**config.mk**
```make
export PLATFORM = sky130hd
export DESIGN_NAME = lnm_ram
export DESIGN_NICKNAME = d
export VERILOG_FILES = /design/src/lnm_ram.sv
export SDC_FILE = /design/constraint.sdc
export NUM_CORES = 1
export LEC_CHECK = 0
export BUFFER_PORTS_ARGS = -buffer_cell sky130_fd_sc_hd__buf_2
export CORE_MARGIN = 5
export CORE_UTILIZATION = 50
export CTS_CLUSTER_DIAMETER = 80
export DETAILED_ROUTE_END_ITERATION = 6
export GPL_ROUTABILITY_DRIVEN = 0
export PLACE_DENSITY = 0.81
export SLEW_MARGIN = 15
export SYNTH_ARGS = -nofsm -noshare
export SYNTH_HDL_FRONTEND = slang
export SYNTH_SLANG_ARGS = --single-unit
```
**constraint.sdc**
```tcl
create_clock -name clk -period 1.03 [get_ports clk]
set_input_delay 0.103 -clock clk [delete_from_list [all_inputs] [get_ports clk]]
set_output_delay 0.103 -clock clk [all_outputs]
set_load 0.03 [all_outputs]
```
**src/lnm_ram.sv**
```systemverilog
`timescale 1ns / 1ps
// ============================================================================
// lnm_ram
// Generic single-clock RAM, one write and one read port, registered read.
// ============================================================================
module lnm_ram #(
    parameter int WIDTH = 8,
    parameter int DEPTH = 2
) (
    input  logic                     clk,
    input  logic                     we,
    input  logic [$clog2(DEPTH)-1:0] waddr,
    input  logic [WIDTH-1:0]         wdata,
    input  logic                     re,
    input  logic [$clog2(DEPTH)-1:0] raddr,
    output logic [WIDTH-1:0]         rdata
);

    logic [WIDTH-1:0] mem [DEPTH];
    logic [WIDTH-1:0] rdata_reg;

    always_ff @(posedge clk)
    begin
        if (we)
        begin
            mem[waddr] <= wdata;
        end
        if (re)
        begin
            rdata_reg <= mem[raddr];
        end
    end

    assign rdata = rdata_reg;

endmodule

```
==> impl_results.rst <==
.. list-table::
   :header-rows: 1

   * - Metric
     - Value
   * - Result of the run
     - finished clean
   * - Worst setup SP type
     - flip-flop
   * - Sinks on Clock Net
     - 24
   * - Final-stage net count
     - 81
   * - Buffers inserted during post-CTS setup optimization
     - 0
   * - Wirelength, routed
     - roughly 1200 µm
   * - Final total power
     - ~1700 µW
   * - Sequential element share of the synthesized area
     - 0.834
   * - Antenna cell count
     - 0
   * - RSZ-0062 raised after global routing
     - no
   * - Number of remaining DRC errors
     - 0
   * - Arrival time at the worst endpoint
     - approximately 0.86 ns
   * - Number of fillers in the final layout
     - roughly 120
   * - Post-synthesis register bit count
     - 24
   * - Crit path capture type
     - primary output
   * - Number of setup violations in the final report
     - 0
   * - Max-Slew Margin vs Limit
     - 0.758
   * - Die W
     - 51.6 µm
   * - Routed vias/inst
     - about 5
   * - Initial core utilization
     - 0.512
   * - Total die area
     - about 2700 µm²
   * - Clock insertion delay at the later pin of the skew report
     - 0.31 ns
   * - Total clock buffers created by CTS
     - 3
   * - Synth unique cells
     - 5
   * - Syn_area_per_cell
     - ~25 µm²
   * - Classification of the worst setup path
     - flip-flop to primary output
   * - Worst-case clock skew
     - 0.00900 ns
   * - Startpoint of the lowest-slack hold path
     - re
   * - Maximum clock frequency
     - approximately 1000 MHz
   * - Post-cts repair resize count
     - 0
   * - Final critical-path setup slack
     - slightly above 0.07 ns
   * - Buf+Inv Stages, Crit Path
     - 1
   * - Number of nets produced by synthesis
     - between 40 and 50
   * - Core ar.
     - ~1700 µm²
   * - Final Critical Period
     - between 0.9 and 1 ns
   * - Final TNS setup
     - 0 ns
   * - FF-to-FF path depth
     - 1
   * - Setup slack at placement
     - 0.0868 ns
   * - Vertical extent of the die
     - just over 50 µm
   * - Port buffer count
     - 20
   * - Wire length of the first global-routing pass
     - 1880 µm
   * - Most frequent standard cell in the layout excluding fill and tap cells
     - sky130_fd_sc_hd__edfxtp_1
   * - Worst R2R End
     - rdata[1]
   * - Yosys top cell area share
     - 0.834
   * - Average detailed-routed wire length per instance
     - 14.1 µm
   * - CP Data Required Time
     - 0.93 ns
   * - Total number of H-tree levels
     - 1
   * - Aggregate global-route resource usage
     - 0.105
   * - Static Leakage
     - approximately 0.00043 µW
   * - Hold Crit Class
     - primary input to flip-flop
   * - Launching point of the worst reg2reg path
     - mem[0][1]
   * - Number of I/O pins
     - 21
   * - Post-synth design cell area
     - 865 µm²
   * - Maximum ir drop on the vdd rail
     - 0.980 mV
   * - Transition at the pin with the smallest max-transition slack
     - around 0.36 ns
   * - Register-to-register path setup slack
     - around 0.11 ns
   * - Longest Clk Path Bufs
     - 2
   * - Cell family with most CP delay
     - flip-flops
   * - ANT nets after route
     - 0
   * - Final cycle utilization of the critical path
     - 0.931
   * - Worst path max stage delay
     - between 0.3 and 0.4 ns
   * - Number of flip-flops in the largest register
     - 16
   * - Worst Hold End
     - rdata[3]
   * - Number of cells on the worst hold path
     - 1
   * - Power per unit of standard cell area
     - roughly 1600 nW/µm²
   * - Mapped Cells
     - 35
   * - Root Buffer
     - sky130_fd_sc_hd__clkbuf_4
   * - Number of synthesis warnings
     - 0
   * - Synth top area cells
     - sky130_fd_sc_hd__edfxtp_1, sky130_fd_sc_hd__mux2_4, sky130_fd_sc_hd__buf_6
   * - Largest fanout on the critical path
     - 1
   * - Area growth from synthesis to final layout
     - 25.5%
   * - Cell with the largest stage delay on the worst path
     - sky130_fd_sc_hd__edfxtp_1
   * - Cell Rows
     - 15
   * - Via count of the first global-routing pass
     - 424
   * - Leading cell types in the layout, fill and taps excluded
     - sky130_fd_sc_hd__edfxtp_1, sky130_fd_sc_hd__buf_2, sky130_fd_sc_hd__mux2_4, sky130_fd_sc_hd__dlygate4sd3_1, sky130_fd_sc_hd__clkbuf_4
   * - Iteration-0 DRC count of the detailed router
     - 2
   * - Clock transition at the registers of the reported paths
     - between 0.1 and 0.15 ns
   * - Critical Path, Cell by Cell
     - buf_2
   * - Final hold violations
     - 0
   * - Initial DRT Pass Iterations
     - 4
   * - Number of maximum-capacitance constraint violations
     - 0
   * - Number of antenna violations at the first check in global routing
     - 0
   * - Overall overflow remaining after global route
     - 0
   * - Routed vias
     - between 400 and 500
   * - Share of layout cells above drive strength 1
     - 0.485
   * - Cell type with the highest aggregate area in the netlist
     - sky130_fd_sc_hd__edfxtp_1
   * - Max-slew violation total from the final report
     - 0
   * - Hold-fix buffer count after cts
     - 8
   * - Clock tree from TritonCTS
     - yes
   * - Maximum number of pins on one net before global-route repair
     - 13
==> power breakdown <==
| part | switching, µW | internal, µW |
|---|---|---|
| logic | 100 | 96.9 |
| registers | 16.1 | 1150 |
| clock network | 244 | 137 |
| total | 360 | 1390 |
==> logic make-up (layout without fill, tap and decap cells) <==
logic type    count (synthesis)  count (layout)  share of synthesized area
simple gates                  2               2                     0.0145
mux                           8               8                      0.139
buf+inv                       1              32                     0.0130
flops                        24              24                      0.834
==> layout make-up <==
cell class,instances,area (µm²),share of cell area
Sequential cell,24,721,0.664
Timing Repair Buffer,29,188,0.173
Multi-Input combinational cell,10,133,0.122
Clock buffer,3,22.5,0.0208
Tap cell,17,21.3,0.0196
==> metrics by stage <==
stage | hold WS (ns) | area, µm² | util | cells
floorplan | 0.202 | 865 | - | 35
global placement | 0.291 | 982 | 0.581 | 72
detailed placement | 0.294 | 982 | 0.581 | 72
CTS | 0.120 | 1080 | 0.642 | 83
global route | 0.117 | 1080 | 0.642 | 83
finish | 0.116 | 1080 | 0.642 | 83
==> cells in the mapped netlist <==
library cell / count
sky130_fd_sc_hd__nor2b_1: 1
sky130_fd_sc_hd__mux2_4: 8
sky130_fd_sc_hd__edfxtp_1: 24
sky130_fd_sc_hd__buf_6: 1
sky130_fd_sc_hd__and2_1: 1
==> per-layer routing <==
metal	vias up	wire length (µm)	GRT usage
met5	-	0	0
met4	0	25	0.0655
met3	3	89	0.0372
met2	18	660	0.182
met1	192	392	0.106
li1	201	-	-
==> how the worst max path moves through the flow <==
stage	startpoint	endpoint	slack [ns]	cells after the start
after global placement	raddr	rdata[4]	0.12	2
after CTS	rdata[2]	rdata[2]	0.05	1
final	rdata[2]	rdata[2]	0.07	1
after detailed placement	raddr	rdata[2]	0.09	2
after global routing	rdata[2]	rdata[2]	0.02	1
after floorplan	we	mem[0][0]	0.13	1
(Power assumes the default switching activity.)
